--- config.mk ---
export PLATFORM = sky130hd
export DESIGN_NAME = terminal_key_sequence_decoder
export DESIGN_NICKNAME = d
export VERILOG_FILES = /design/src/rtl/tksd_pkg.sv /design/src/rtl/terminal_key_sequence_decoder.sv
export SDC_FILE = /design/constraint.sdc
export NUM_CORES = 1
export LEC_CHECK = 0
export ABC_AREA = 1
export BUFFER_PORTS_ARGS = -buffer_cell sky130_fd_sc_hd__buf_4
export CAP_MARGIN = 20
export CORE_MARGIN = 2
export CORE_UTILIZATION = 35
export CTS_BUF_LIST = sky130_fd_sc_hd__clkbuf_8
export CTS_CLUSTER_DIAMETER = 200
export DETAILED_ROUTE_END_ITERATION = 10
export PLACE_DENSITY = 0.57
export SLEW_MARGIN = 0
export SYNTH_ARGS = -nofsm -noshare
export SYNTH_HDL_FRONTEND = slang
export SYNTH_SLANG_ARGS = --single-unit
--- constraint.sdc ---
create_clock -name clk -period 4.4 [get_ports clk]
set_clock_uncertainty 0.15 [all_clocks]
set_input_delay 0.44 -clock clk [delete_from_list [all_inputs] [get_ports clk]]
set_output_delay 0.44 -clock clk [all_outputs]
set_load 0.01 [all_outputs]
--- src/rtl/tksd_pkg.sv ---
package tksd_pkg;

  typedef struct packed {
    logic [1:0] command;
    logic [7:0] rx_byte;
  } tksd_in_t;

  typedef struct packed {
    logic [2:0]  status;
    logic [11:0] key_code;
  } tksd_out_t;

  localparam logic [1:0] CMD_BYTE = 2'd0;
  localparam logic [1:0] CMD_TICK = 2'd1;

  localparam logic [2:0] ST_KEY   = 3'd0;
  localparam logic [2:0] ST_NONE  = 3'd1;
  localparam logic [2:0] ST_WAIT  = 3'd2;
  localparam logic [2:0] ST_TRUNC = 3'd3;
  localparam logic [2:0] ST_UNK   = 3'd4;
  localparam logic [2:0] ST_ERR   = 3'd5;

  localparam logic [7:0] CH_ESC   = 8'h1B;
  localparam logic [7:0] CH_UTF8  = 8'hC2;
  localparam logic [7:0] CH_POUND = 8'hA3;
  localparam logic [7:0] CH_ASCII_MAX = 8'h7F;

  localparam logic [11:0] CODE_GBP = 12'h C00;
  localparam logic [11:0] CODE_FN  = 12'h200;

  localparam logic [15:0] TIMEOUT_RESET = 16'd200;

  // final byte after ESC [
  function automatic logic [11:0] final_code(input logic [7:0] b);
    case (b)
      "A": final_code = 12'h102;
      "B": final_code = 12'h104;
      "C": final_code = 12'h101;
      "D": final_code = 12'h108;
      "H": final_code = 12'h118;
      "F": final_code = 12'h111;
      default: final_code = 12'h000;
    endcase
  endfunction

  // digit before '~'
  function automatic logic [11:0] tilde_code(input logic [7:0] d);
    case (d)
      "1": tilde_code = 12'h118;
      "2": tilde_code = 12'h121;
      "3": tilde_code = 12'h122;
      "4": tilde_code = 12'h111;
      "5": tilde_code = 12'h112;
      "6": tilde_code = 12'h114;
      default: tilde_code = 12'h000;
    endcase
  endfunction

  // function key number from two digits, 0 when unknown
  function automatic logic [4:0] fkey_num(input logic [7:0] hi, input logic [7:0] lo);
    fkey_num = 5'd0;
    case (hi)
      "1": begin
        case (lo)
          "1": fkey_num = 5'd1;
          "2": fkey_num = 5'd2;
          "3": fkey_num = 5'd3;
          "4": fkey_num = 5'd4;
          "5": fkey_num = 5'd5;
          "7": fkey_num = 5'd6;
          "8": fkey_num = 5'd7;
          "9": fkey_num = 5'd8;
          default: fkey_num = 5'd0;
        endcase
      end
      "2": begin
        case (lo)
          "0": fkey_num = 5'd9;
          "1": fkey_num = 5'd10;
          "3": fkey_num = 5'd11;
          "4": fkey_num = 5'd12;
          "5": fkey_num = 5'd13;
          "6": fkey_num = 5'd14;
          "8": fkey_num = 5'd15;
          "9": fkey_num = 5'd16;
          default: fkey_num = 5'd0;
        endcase
      end
      "3": begin
        case (lo)
          "1": fkey_num = 5'd17;
          "2": fkey_num = 5'd18;
          "3": fkey_num = 5'd19;
          "4": fkey_num = 5'd20;
          default: fkey_num = 5'd0;
        endcase
      end
      default: fkey_num = 5'd0;
    endcase
  endfunction

endpackage

--- src/rtl/terminal_key_sequence_decoder.sv ---
// Throughput: one request per cycle while byte_stall is low; the decode is
// a single match on the stored bytes and the new byte, registered into a
// two-entry output stage (key_item and a skid entry).
// Reset (rst, synchronous): sequence and tick counter cleared, timeout 200,
// output stage empty. No clearing pass is needed.
module terminal_key_sequence_decoder
  import tksd_pkg::*;
#(
  parameter int TICK_COUNT_WIDTH = 16
) (
  input  logic        clk,
  input  logic        rst,
  input  logic        byte_valid,
  output logic        byte_stall,
  input  tksd_in_t    byte_item,
  output logic        key_valid,
  input  logic        key_stall,
  output tksd_out_t   key_item,
  input  logic        cfg_valid,
  output logic        cfg_ready,
  input  logic [15:0] cfg_data
);

  localparam int CW = (TICK_COUNT_WIDTH > 16) ? TICK_COUNT_WIDTH : 16;

  logic [7:0]                  seq_bytes [4];
  logic [2:0]                  seq_count;
  logic [2:0]                  seq_count_next;
  logic [TICK_COUNT_WIDTH-1:0] elapsed_ticks;
  logic [TICK_COUNT_WIDTH-1:0] elapsed_ticks_next;
  logic [TICK_COUNT_WIDTH-1:0] elapsed_inc;
  logic [15:0]                 timeout_ticks;

  tksd_out_t skid_item;
  logic      skid_valid;
  tksd_out_t res;

  logic       accept;
  logic       out_free;
  logic [7:0] b;
  logic [7:0] p;
  logic [4:0] fnum;
  logic [11:0] fc;
  logic [11:0] tc;

  assign cfg_ready  = 1'b1;
  assign byte_stall = skid_valid;
  assign accept     = byte_valid && !byte_stall;
  assign out_free   = !key_valid || !key_stall;

  assign b    = byte_item.rx_byte;
  assign p    = seq_bytes[2];
  assign fc   = final_code(b);
  assign tc   = tilde_code(p);
  assign fnum = fkey_num(seq_bytes[2], seq_bytes[3]);
  assign elapsed_inc = (elapsed_ticks == {TICK_COUNT_WIDTH{1'b1}}) ?
                       elapsed_ticks : elapsed_ticks + 1'b1;

  always_comb begin
    res                = '{status: ST_UNK, key_code: 12'h000};
    seq_count_next     = 3'd0;
    elapsed_ticks_next = elapsed_ticks;
    case (byte_item.command)
      CMD_BYTE: begin
        elapsed_ticks_next = '0;
        case (seq_count)
          3'd0: begin
            if (b == CH_ESC || b == CH_UTF8) begin
              seq_count_next = 3'd1;
              res.status = ST_WAIT;
            end else if (b <= CH_ASCII_MAX) begin
              res = '{status: ST_KEY, key_code: {4'h0, b}};
            end
          end
          3'd1: begin
            if (seq_bytes[0] == CH_UTF8) begin
              if (b == CH_POUND) res = '{status: ST_KEY, key_code: CODE_GBP};
            end else if (b != "[") begin
              res = '{status: ST_KEY, key_code: {4'h0, b}};
            end else begin
              seq_count_next = 3'd2;
              res.status = ST_WAIT;
            end
          end
          3'd2: begin
            if (fc != 12'h000) begin
              res = '{status: ST_KEY, key_code: fc};
            end else if (b == "O" || (b >= "1" && b <= "6")) begin
              seq_count_next = 3'd3;
              res.status = ST_WAIT;
            end
          end
          3'd3: begin
            if (b == "~") begin
              if (tc != 12'h000) res = '{status: ST_KEY, key_code: tc};
            end else if (p == "O") begin
              if (b >= "P" && b <= "S")
                res = '{status: ST_KEY, key_code: CODE_FN | {9'd0, b[2:0] - 3'd7}};
            end else if ((p == "1" && b > "0" && b <= "9" && b != "6") ||
                         (p == "2" && b >= "0" && b <= "9" && b != "2" && b != "7") ||
                         (p == "3" && b > "0" && b <= "4")) begin
              seq_count_next = 3'd4;
              res.status = ST_WAIT;
            end
          end
          3'd4: begin
            if (b == "~" && fnum != 5'd0)
              res = '{status: ST_KEY, key_code: CODE_FN | {7'd0, fnum}};
          end
          default: res.status = ST_UNK;
        endcase
      end
      CMD_TICK: begin
        elapsed_ticks_next = elapsed_inc;
        if (seq_count == 3'd0) begin
          res.status = ST_NONE;
        end else if (CW'(elapsed_inc) < CW'(timeout_ticks)) begin
          seq_count_next = seq_count;
          res.status = ST_WAIT;
        end else if (seq_count == 3'd1) begin
          res = '{status: ST_KEY, key_code: {4'h0, seq_bytes[0]}};
        end else begin
          res.status = ST_TRUNC;
        end
      end
      default: res.status = ST_ERR;
    endcase
  end

  always_ff @(posedge clk) begin
    if (accept && byte_item.command == CMD_BYTE && !seq_count[2])
      seq_bytes[seq_count[1:0]] <= b;
  end

  always_ff @(posedge clk) begin
    if (rst) begin
      seq_count     <= 3'd0;
      elapsed_ticks <= '0;
      timeout_ticks <= TIMEOUT_RESET;
      key_valid     <= 1'b0;
      skid_valid    <= 1'b0;
    end else begin
      if (cfg_valid && cfg_ready) timeout_ticks <= cfg_data;
      if (accept) begin
        seq_count     <= seq_count_next;
        elapsed_ticks <= elapsed_ticks_next;
      end
      if (out_free) begin
        if (skid_valid) begin
          key_valid  <= 1'b1;
          skid_valid <= 1'b0;
        end else begin
          key_valid <= accept;
        end
      end else if (accept) begin
        skid_valid <= 1'b1;
      end
    end
  end

  always_ff @(posedge clk) begin
    if (out_free) begin
      if (skid_valid) key_item <= skid_item;
      else if (accept) key_item <= res;
    end else if (accept) begin
      skid_item <= res;
    end
  end

`ifndef ASSERT_OFF
  a_skid_behind_out: assert property (@(posedge clk) disable iff (rst)
    skid_valid |-> key_valid)
    else $error("skid entry held without an output entry");

  a_count_range: assert property (@(posedge clk) disable iff (rst)
    seq_count <= 3'd4)
    else $error("sequence count out of range");

  a_error_drops: assert property (@(posedge clk) disable iff (rst)
    (accept && byte_item.command[1]) |=> (seq_count == 3'd0))
    else $error("read error did not drop the sequence");

  a_tick_keeps_bytes: assert property (@(posedge clk) disable iff (rst)
    (accept && byte_item.command == CMD_TICK) |=> (seq_count <= $past(seq_count)))
    else $error("tick grew the sequence");
`endif

endmodule

==> impl_metrics.prom, run 1 <==
# TYPE chip_impl_metric gauge
chip_impl_metric{name="gr-usage-met1",unit=""} 0.243
chip_impl_metric{name="insertion_delay",unit="ns"} 0.39
chip_impl_metric{name="yosys_warnings",unit=""} 0
chip_impl_metric{name="timing.critical_path.fanout_max",unit=""} 10
chip_impl_metric{name="drive_gt1_frac",unit=""} 0.137
chip_impl_metric{name="crit_required",unit="ns"} 4.39
chip_impl_metric{name="synth_area_per_cell",unit="um2"} 7.55
chip_impl_metric{name="dp.final_hpwl",unit="mm"} 9.93
chip_impl_metric{name="crit_path_max_incr_delay",unit="ns"} 0.40
chip_impl_metric{name="fmax",unit="GHz"} 0.301
chip_impl_metric{name="floorplan.die_area",unit="mm2"} 0.0166
chip_impl_metric{name="ctsLongestPathBuffers",unit=""} 2
chip_impl_info{name="reg_to_reg_startpoint",value="elapsed_ticks[0]"} 1
chip_impl_metric{name="critPathBufInv",unit=""} 2
chip_impl_metric{name="r2r_slack",unit="ns"} 1.08
chip_impl_metric{name="setup_violations",unit=""} 0
chip_impl_metric{name="cts-htree-levels",unit=""} 3
chip_impl_metric{name="min_period_over_period",unit=""} 0.754
chip_impl_metric{name="viasPerCell",unit=""} 4.86
chip_impl_metric{name="grt_util_all_layers",unit=""} 0.168
chip_impl_metric{name="core_area",unit="mm2"} 0.0152
chip_impl_info{name="status",value="completed"} 1
chip_impl_info{name="tritoncts",value="yes"} 1
chip_impl_info{name="crit_path_end_kind",value="flip-flop"} 1
chip_impl_info{name="hold_class",value="primary input to flip-flop"} 1
chip_impl_metric{name="num-fill-cells",unit=""} 1561
chip_impl_metric{name="synth_seq_cells",unit=""} 89
chip_impl_metric{name="timing.final.hold_violations",unit=""} 0
chip_impl_metric{name="netlist-cell-type-count",unit=""} 46
chip_impl_metric{name="quantity_of_gates_resized_following_cts",unit=""} 0
chip_impl_metric{name="grt_remaining_overflow",unit=""} 0
chip_impl_metric{name="chipWidth",unit="um"} 129
chip_impl_info{name="grt.busiest_layer",value="met2"} 1
chip_impl_metric{name="worstMarginPinSlew",unit="ns"} 0.682
chip_impl_metric{name="global_route.usage.met2",unit=""} 0.248
chip_impl_metric{name="tritoncts_num_sinks",unit=""} 89
chip_impl_info{name="worstPathCellList",value="ha_1, nand2_1, nor2_1, nand2_2, nor2_1, inv_1, nor2_4, nor3_1, xor2_1, ha_1, nand2_1, inv_2, nand3_1, a31oi_1, a2111oi_4, nand2_4, nand3b_1, nand2_1, nand2_1, nand2_1"} 1
chip_impl_metric{name="ir_worst_vdd",unit="V"} 0.000153
chip_impl_info{name="clockRootBuffer",value="sky130_fd_sc_hd__clkbuf_8"} 1
chip_impl_metric{name="nNetsFinal",unit=""} 819
chip_impl_info{name="crit_top_cell",value="sky130_fd_sc_hd__nand2_1"} 1
chip_impl_metric{name="dr.pass1.iters",unit=""} 5
chip_impl_metric{name="area_delta_synth_final",unit="%"} 12.8
chip_impl_metric{name="clk_pin_slew_worst_paths",unit="ns"} 0.09
chip_impl_info{name="most-common-layout-cells",value="188 x sky130_fd_sc_hd__nand2_1, 88 x sky130_fd_sc_hd__inv_1, 83 x sky130_fd_sc_hd__nor2_1"} 1
chip_impl_info{name="min_from",value="cfg_data[7]"} 1
chip_impl_metric{name="routed_wl",unit="mm"} 13.1
chip_impl_metric{name="finalCriticalPeriod",unit="ns"} 3.32
chip_impl_metric{name="worstHoldPathCells",unit=""} 3
chip_impl_metric{name="dr.first_iter.drc_count",unit=""} 467
chip_impl_metric{name="floorplan.initialDensity",unit=""} 0.358
chip_impl_info{name="critPathKind",value="flip-flop to flip-flop"} 1
chip_impl_metric{name="multiInputGateArea",unit="mm2"} 0.00269
chip_impl_metric{name="vias_in_the_first_global_route",unit=""} 4381
chip_impl_metric{name="pwr_density_cell",unit="mW/mm2"} 263
chip_impl_info{name="startpoint_type",value="flip-flop"} 1
chip_impl_info{name="critical_path.top_delay_family",value="simple AND/OR/NAND/NOR gates"} 1
chip_impl_metric{name="drt-wirelength-per-cell",unit="um"} 13.6
chip_impl_metric{name="placementRows",unit=""} 45
chip_impl_metric{name="grt_start_max_net_pins",unit=""} 26
chip_impl_metric{name="holdWs",unit="ns"} 0.114
chip_impl_metric{name="cts_inserted_buffers",unit=""} 9
chip_impl_info{name="layout.cells.most_common",value="sky130_fd_sc_hd__nand2_1"} 1
chip_impl_metric{name="synthCells",unit=""} 722
chip_impl_info{name="worstHoldEndpoint",value="timeout_ticks[7]"} 1
chip_impl_metric{name="finalCoreUtilization",unit=""} 0.404
chip_impl_metric{name="timing.max_cap.violations",unit=""} 0
chip_impl_metric{name="finalWeightedCongestion",unit=""} 0.906
chip_impl_metric{name="layout.area.seq",unit="mm2"} 0.00230
chip_impl_metric{name="vias",unit=""} 4670
chip_impl_info{name="critPathSlowestCell",value="sky130_fd_sc_hd__dfxtp_1"} 1
chip_impl_metric{name="drc_errors_left",unit=""} 0
chip_impl_metric{name="part_of_the_yosys_area_used_for_sequential_elements",unit=""} 0.423
chip_impl_metric{name="leakage",unit="nW"} 2.64
chip_impl_info{name="worst_r2r_endpoint",value="key_item[0]"} 1
chip_impl_metric{name="syn_area",unit="mm2"} 0.00545
chip_impl_metric{name="rr_worst_depth",unit=""} 20
chip_impl_metric{name="grt_antenna_before_repair",unit=""} 0
chip_impl_metric{name="maxSlewHeadroom",unit=""} 0.543
chip_impl_metric{name="io_buffer_count",unit=""} 47
chip_impl_metric{name="cp.arrival",unit="ns"} 3.31
chip_impl_metric{name="number_of_nets_still_failing_antenna_checks_after_routing",unit=""} 0
chip_impl_metric{name="met3_usage",unit=""} 0.0383
chip_impl_metric{name="grt_pass1_wl",unit="mm"} 21.9
chip_impl_metric{name="antenna-diode-count",unit=""} 0
chip_impl_metric{name="design.portCount",unit=""} 49
chip_impl_metric{name="timing.final.max_slew_violations",unit=""} 0
chip_impl_metric{name="totalNegativeSetupSlack",unit="ns"} 0
chip_impl_metric{name="die_h",unit="um"} 129
chip_impl_metric{name="cts_post_setup_buffers_inserted",unit=""} 0
chip_impl_metric{name="synth_nets",unit=""} 774
chip_impl_metric{name="post_cts_hold_buffer_count",unit=""} 0
chip_impl_info{name="grt_setup_unrepaired",value="false"} 1
cell usage after synthesis (all sizes together):
master	number	area (um2)
a2111oi	1	27.5
a211oi	2	15.0
a21oi	58	294
a22oi	1	7.51
a31oi	3	18.8
a32oi	1	8.76
buf	8	58.8
clkbuf	8	40.0
conb	1	3.75
dfxtp	37	741
edfxtp	52	1560
ha	21	263
inv	94	353
nand2	198	773
nand3	49	250
nand3b	12	90.1
nand4	12	75.1
nor2	94	390
nor3	14	119
nor4	3	18.8
o2111ai	1	8.76
o211ai	1	7.51
o21ai	34	185
o22ai	2	12.5
o2bb2ai	1	8.76
o311ai	1	8.76
o31ai	1	7.51
or2	1	6.26
or3	1	6.26
xnor2	3	26.3
xor2	7	61.3
worst max path at each step:
| stage | start | to | slack, ns | cells past startpoint |
|---|---|---|---|---|
| finish | elapsed_ticks[0] | key_item[0] | 1.08 | 20 |
| global placement | elapsed_ticks[0] | key_item[0] | 1.09 | 21 |
| global route | elapsed_ticks[0] | key_item[1] | 0.72 | 21 |
| detailed placement | elapsed_ticks[0] | key_item[0] | 1.06 | 20 |
| CTS | elapsed_ticks[0] | key_item[0] | 1.04 | 20 |
| floorplan | elapsed_ticks[0] | key_item[0] | 1.44 | 20 |
worst reg2reg max path, stage by stage (launching register included):
cell and delay (ns):
sky130_fd_sc_hd__dfxtp_1 0.40, sky130_fd_sc_hd__ha_1 0.21, sky130_fd_sc_hd__nand2_1 0.08, sky130_fd_sc_hd__nor2_1 0.11, sky130_fd_sc_hd__nand2_2 0.10, sky130_fd_sc_hd__nor2_1 0.15
sky130_fd_sc_hd__inv_1 0.09, sky130_fd_sc_hd__nor2_4 0.15, sky130_fd_sc_hd__nor3_1 0.08, sky130_fd_sc_hd__xor2_1 0.16, sky130_fd_sc_hd__ha_1 0.30, sky130_fd_sc_hd__nand2_1 0.08
sky130_fd_sc_hd__inv_2 0.04, sky130_fd_sc_hd__nand3_1 0.06, sky130_fd_sc_hd__a31oi_1 0.12, sky130_fd_sc_hd__a2111oi_4 0.32, sky130_fd_sc_hd__nand2_4 0.17, sky130_fd_sc_hd__nand3b_1 0.11
sky130_fd_sc_hd__nand2_1 0.07, sky130_fd_sc_hd__nand2_1 0.06, sky130_fd_sc_hd__nand2_1 0.06
metrics by stage:
step / cell area (um2) / setup slack [ns] / power, mW / cells
2_1_floorplan: 5450 / 1.44 / 1.02 / 722
3_3_place_gp: 5950 / 1.09 / 1.09 / 943
3_5_place_dp: 5960 / 1.06 / 1.09 / 944
4_1_cts: 6140 / 1.04 / 1.64 / 960
5_1_grt: 6140 / 0.722 / 1.69 / 960
6_report: 6140 / 1.08 / 1.62 / 960
sequential cells by signal, indices dropped and copies added (netlist names):
name and cells:
skid_item 14, seq_bytes 24, seq_count 3, key_item 14
byte_stall 1, timeout_ticks 16, elapsed_ticks 16, key_valid 1
power breakdown:
part / switching, mW / internal, mW
clock: 0.313 / 0.235
combinational: 0.0985 / 0.0576
sequential: 0.00879 / 0.906
logic make-up (layout without fill, tap and decap cells):
| group | after synthesis | after routing | synth area share |
|---|---|---|---|
| other | 1 | 1 | 0.000688 |
| XOR/XNOR | 10 | 10 | 0.0161 |
| buffers and inverters | 110 | 160 | 0.0829 |
| adder cells (fa/ha/maj) | 21 | 21 | 0.0482 |
| AO/OA/AOI/OAI | 107 | 107 | 0.112 |
| AND/OR/NAND/NOR | 384 | 384 | 0.317 |
| flip-flops | 89 | 89 | 0.423 |
per-layer routing:
layer  vias up  routed length [um]
met4         0                 248
met1      2062                6740
met3        18                 576
met2       114                5530
met5         -                   0
li1       2476                   -
cell type report:
class	instances	area share
sequential	89	0.375
timing repair buffer	50	0.0617
tap	188	0.0383
clock buffer	11	0.0246
multi-input combinational	523	0.438
inverter	94	0.0574
clock inverter	5	0.00468
Note: power is estimated with default switching activity, not from simulation.
==> inputs of run 2 (changes only) <==
Clock period 4.4 ns to 3.08 ns, I/O delays scaled along.
==> run 2 against run 1 <==
Compared with the run above:
- maximum frequency increased by 2.8%
- hold slack worse by 0.098 ns
- core utilization is 3.3 points higher
- power increased by 47%
- cell area rose by 8.2%
- largest power group unchanged
- the flow now finishes with violations (setup timing)
==> impl_metrics.prom, run 2 (synthesis gave the netlist of run 1 again) <==
# TYPE chip_impl_metric gauge
chip_impl_info{name="status",value="finished with violations"} 1
chip_impl_info{name="failing_checks",value="setup timing"} 1
chip_impl_metric{name="maxSlewHeadroom",unit=""} 0.548
chip_impl_metric{name="design.portCount",unit=""} 49
chip_impl_metric{name="floorplan.die_area",unit="mm2"} 0.0166
chip_impl_metric{name="vias",unit=""} 5002
chip_impl_metric{name="placed_area",unit="mm2"} 0.00618
chip_impl_metric{name="timing.final.hold_violations",unit=""} 0
chip_impl_metric{name="cp.arrival",unit="ns"} 3.24
chip_impl_info{name="critical_path.top_delay_family",value="simple AND/OR/NAND/NOR gates"} 1
chip_impl_metric{name="place.detailed.instances",unit=""} 973
chip_impl_metric{name="setup_violations",unit=""} 21
chip_impl_metric{name="final-instance-count-excl-fill",unit=""} 1002
chip_impl_metric{name="grt_util_all_layers",unit=""} 0.171
chip_impl_metric{name="cts_inserted_buffers",unit=""} 9
chip_impl_info{name="startpoint_type",value="flip-flop"} 1
chip_impl_metric{name="timing.final.max_slew_violations",unit=""} 0
chip_impl_metric{name="nNetsFinal",unit=""} 861
chip_impl_metric{name="core_area",unit="mm2"} 0.0152
chip_impl_metric{name="dr.pass1.iters",unit=""} 6
chip_impl_metric{name="antenna-diode-count",unit=""} 0
chip_impl_metric{name="chipWidth",unit="um"} 129
chip_impl_metric{name="final.setup.worst_slack",unit="ns"} -0.149
chip_impl_metric{name="postLayoutCellArea",unit="mm2"} 0.00665
chip_impl_metric{name="clk_pin_slew_worst_paths",unit="ns"} 0.10
chip_impl_metric{name="routed_wl",unit="mm"} 13.7
chip_impl_metric{name="netSwitchingPower",unit="mW"} 0.620
chip_impl_metric{name="ctsLongestPathBuffers",unit=""} 2
chip_impl_metric{name="max_ffs_per_register",unit=""} 24
chip_impl_metric{name="finalCriticalPeriod",unit="ns"} 3.23
chip_impl_metric{name="insertion_delay",unit="ns"} 0.40
chip_impl_metric{name="min_period_over_period",unit=""} 1.05
chip_impl_metric{name="ir_worst_vdd",unit="V"} 0.000190
chip_impl_metric{name="tritoncts_num_sinks",unit=""} 89
chip_impl_metric{name="placementRows",unit=""} 45
chip_impl_metric{name="drc_errors_left",unit=""} 0
chip_impl_info{name="layout.cells.most_common",value="sky130_fd_sc_hd__nand2_1"} 1
chip_impl_metric{name="worstMarginPinSlew",unit="ns"} 0.675
chip_impl_metric{name="die_h",unit="um"} 129
chip_impl_metric{name="pwr_density_cell",unit="mW/mm2"} 358
chip_impl_metric{name="grt_pass1_wl",unit="mm"} 22.3
chip_impl_metric{name="dr.first_iter.drc_count",unit=""} 351
chip_impl_metric{name="power.combinational.fraction",unit=""} 0.099
chip_impl_info{name="most-common-layout-cells",value="180 x sky130_fd_sc_hd__nand2_1, 86 x sky130_fd_sc_hd__inv_1, 85 x sky130_fd_sc_hd__buf_4"} 1
chip_impl_metric{name="io_buffer_count",unit=""} 47
chip_impl_info{name="grt_setup_unrepaired",value="true"} 1
chip_impl_metric{name="vias_in_the_first_global_route",unit=""} 4487
chip_impl_metric{name="timing.critical_path.fanout_max",unit=""} 5
chip_impl_metric{name="internal_power",unit="mW"} 1.76
chip_impl_info{name="critPathSlowestCell",value="sky130_fd_sc_hd__dfxtp_4"} 1
chip_impl_metric{name="grt_remaining_overflow",unit=""} 0
chip_impl_metric{name="dp.final_hpwl",unit="mm"} 10.1
chip_impl_metric{name="fmax",unit="GHz"} 0.310
chip_impl_metric{name="drt-wirelength-per-cell",unit="um"} 13.7
chip_impl_metric{name="share_clk_of_total_power",unit=""} 0.352
chip_impl_info{name="tritoncts",value="yes"} 1
chip_impl_metric{name="cts-htree-levels",unit=""} 3
chip_impl_metric{name="area_delta_synth_final",unit="%"} 22.0
chip_impl_metric{name="grt_start_max_net_pins",unit=""} 26
chip_impl_metric{name="number_of_nets_still_failing_antenna_checks_after_routing",unit=""} 0
chip_impl_metric{name="crit_path_max_incr_delay",unit="ns"} 0.40
chip_impl_metric{name="dpl_worst_slack",unit="ns"} -0.140
chip_impl_metric{name="viasPerCell",unit=""} 4.99
chip_impl_info{name="clockRootBuffer",value="sky130_fd_sc_hd__clkbuf_8"} 1
chip_impl_info{name="crit_path_end_kind",value="flip-flop"} 1
chip_impl_metric{name="crit_required",unit="ns"} 3.09
chip_impl_metric{name="timing.max_cap.violations",unit=""} 0
chip_impl_metric{name="share_seq_of_total_power",unit=""} 0.549
chip_impl_metric{name="floorplan.initialDensity",unit=""} 0.358
chip_impl_info{name="critPathKind",value="flip-flop to flip-flop"} 1
chip_impl_metric{name="p_sw_frac",unit=""} 0.261
chip_impl_metric{name="finalWeightedCongestion",unit=""} 0.891
chip_impl_metric{name="critPathBufInv",unit=""} 2
chip_impl_metric{name="leakage",unit="nW"} 2.89
chip_impl_metric{name="grt_antenna_before_repair",unit=""} 0
chip_impl_metric{name="drive_gt1_frac",unit=""} 0.214
chip_impl_info{name="hold_class",value="primary input to flip-flop"} 1
chip_impl_info{name="worstPathCellList",value="ha_4, nand2_4, nor2_4, nand2_2, nor2_4, inv_2, nor2_4, nor3_4, xor2_1, ha_1, a21oi_2, a31oi_4, a2111oi_4, buf_6, nand2_8, nand3b_1, nand2_1, nand2_1, nand2_1"} 1
-- run 2: cell count changes in the layout (fill, tap and decap cells not counted), sizes merged, moves of 2 or more --
cell	delta
buf	+36
clkbuf	-2
clkinv	+2
dlygate4sd3	+5
-- run 2: final timing paths --
| check | startpoint | end | slack [ns] | depth (start not counted) |
|---|---|---|---|---|
| max | elapsed_ticks[0] | key_item[2] | -0.15 | 19 |
| min reg2reg | timeout_ticks[12] | timeout_ticks[12] | 0.33 | 2 |
| min | byte_item[5] | seq_bytes[0][5] | 0.02 | 1 |
| max reg2reg | elapsed_ticks[0] | key_item[2] | -0.15 | 19 |
-- run 2: per-layer routing --
metal	vias to the layer above	wire length, um	global-route usage
li1	2562	-	-
met1	2329	6900	0.239
met2	100	6070	0.265
met3	11	599	0.0403
met4	0	155	0.0480
met5	-	0	0
-- run 2: area by class of cell --
cell class	count	area, um2
fillers	1587	8560
multi-input cells	524	2850
flip-flops and latches	89	2320
repair buffers	91	699
inverters	94	353
well taps	188	235
clock buffers	9	124
clock inverters	7	67.6
-- run 2: stage by stage --
stage,TNS (ns),total power [mW],util,hold WS (ns)
2_1_floorplan,0,1.45,-,0.257
3_3_place_gp,-0.649,1.56,0.406,0.308
3_5_place_dp,-1.24,1.56,0.406,0.313
4_1_cts,-0.0650,2.40,0.429,0.00204
5_1_grt,-6.88,2.48,0.437,0.00829
6_report,-1.63,2.38,0.437,0.0163
-- run 2: power groups by stage --
stage	Sequential, mW	Clock [mW]	Combinational (mW)
after floorplan	1.34	0	0.114
after global placement	1.33	0	0.225
after detailed placement	1.33	0	0.224
after CTS	1.31	0.862	0.232
after global routing	1.31	0.903	0.264
final	1.30	0.837	0.236
-- run 2: what timing repair did --
action,in CTS,in global routing
pin swaps,2,13
endpoints found under the hold margin,6,0
setup buffers,3,4
endpoints found under the setup margin,19,23
gates cloned,1,0
resized for setup,19,24
hold buffers,5,0
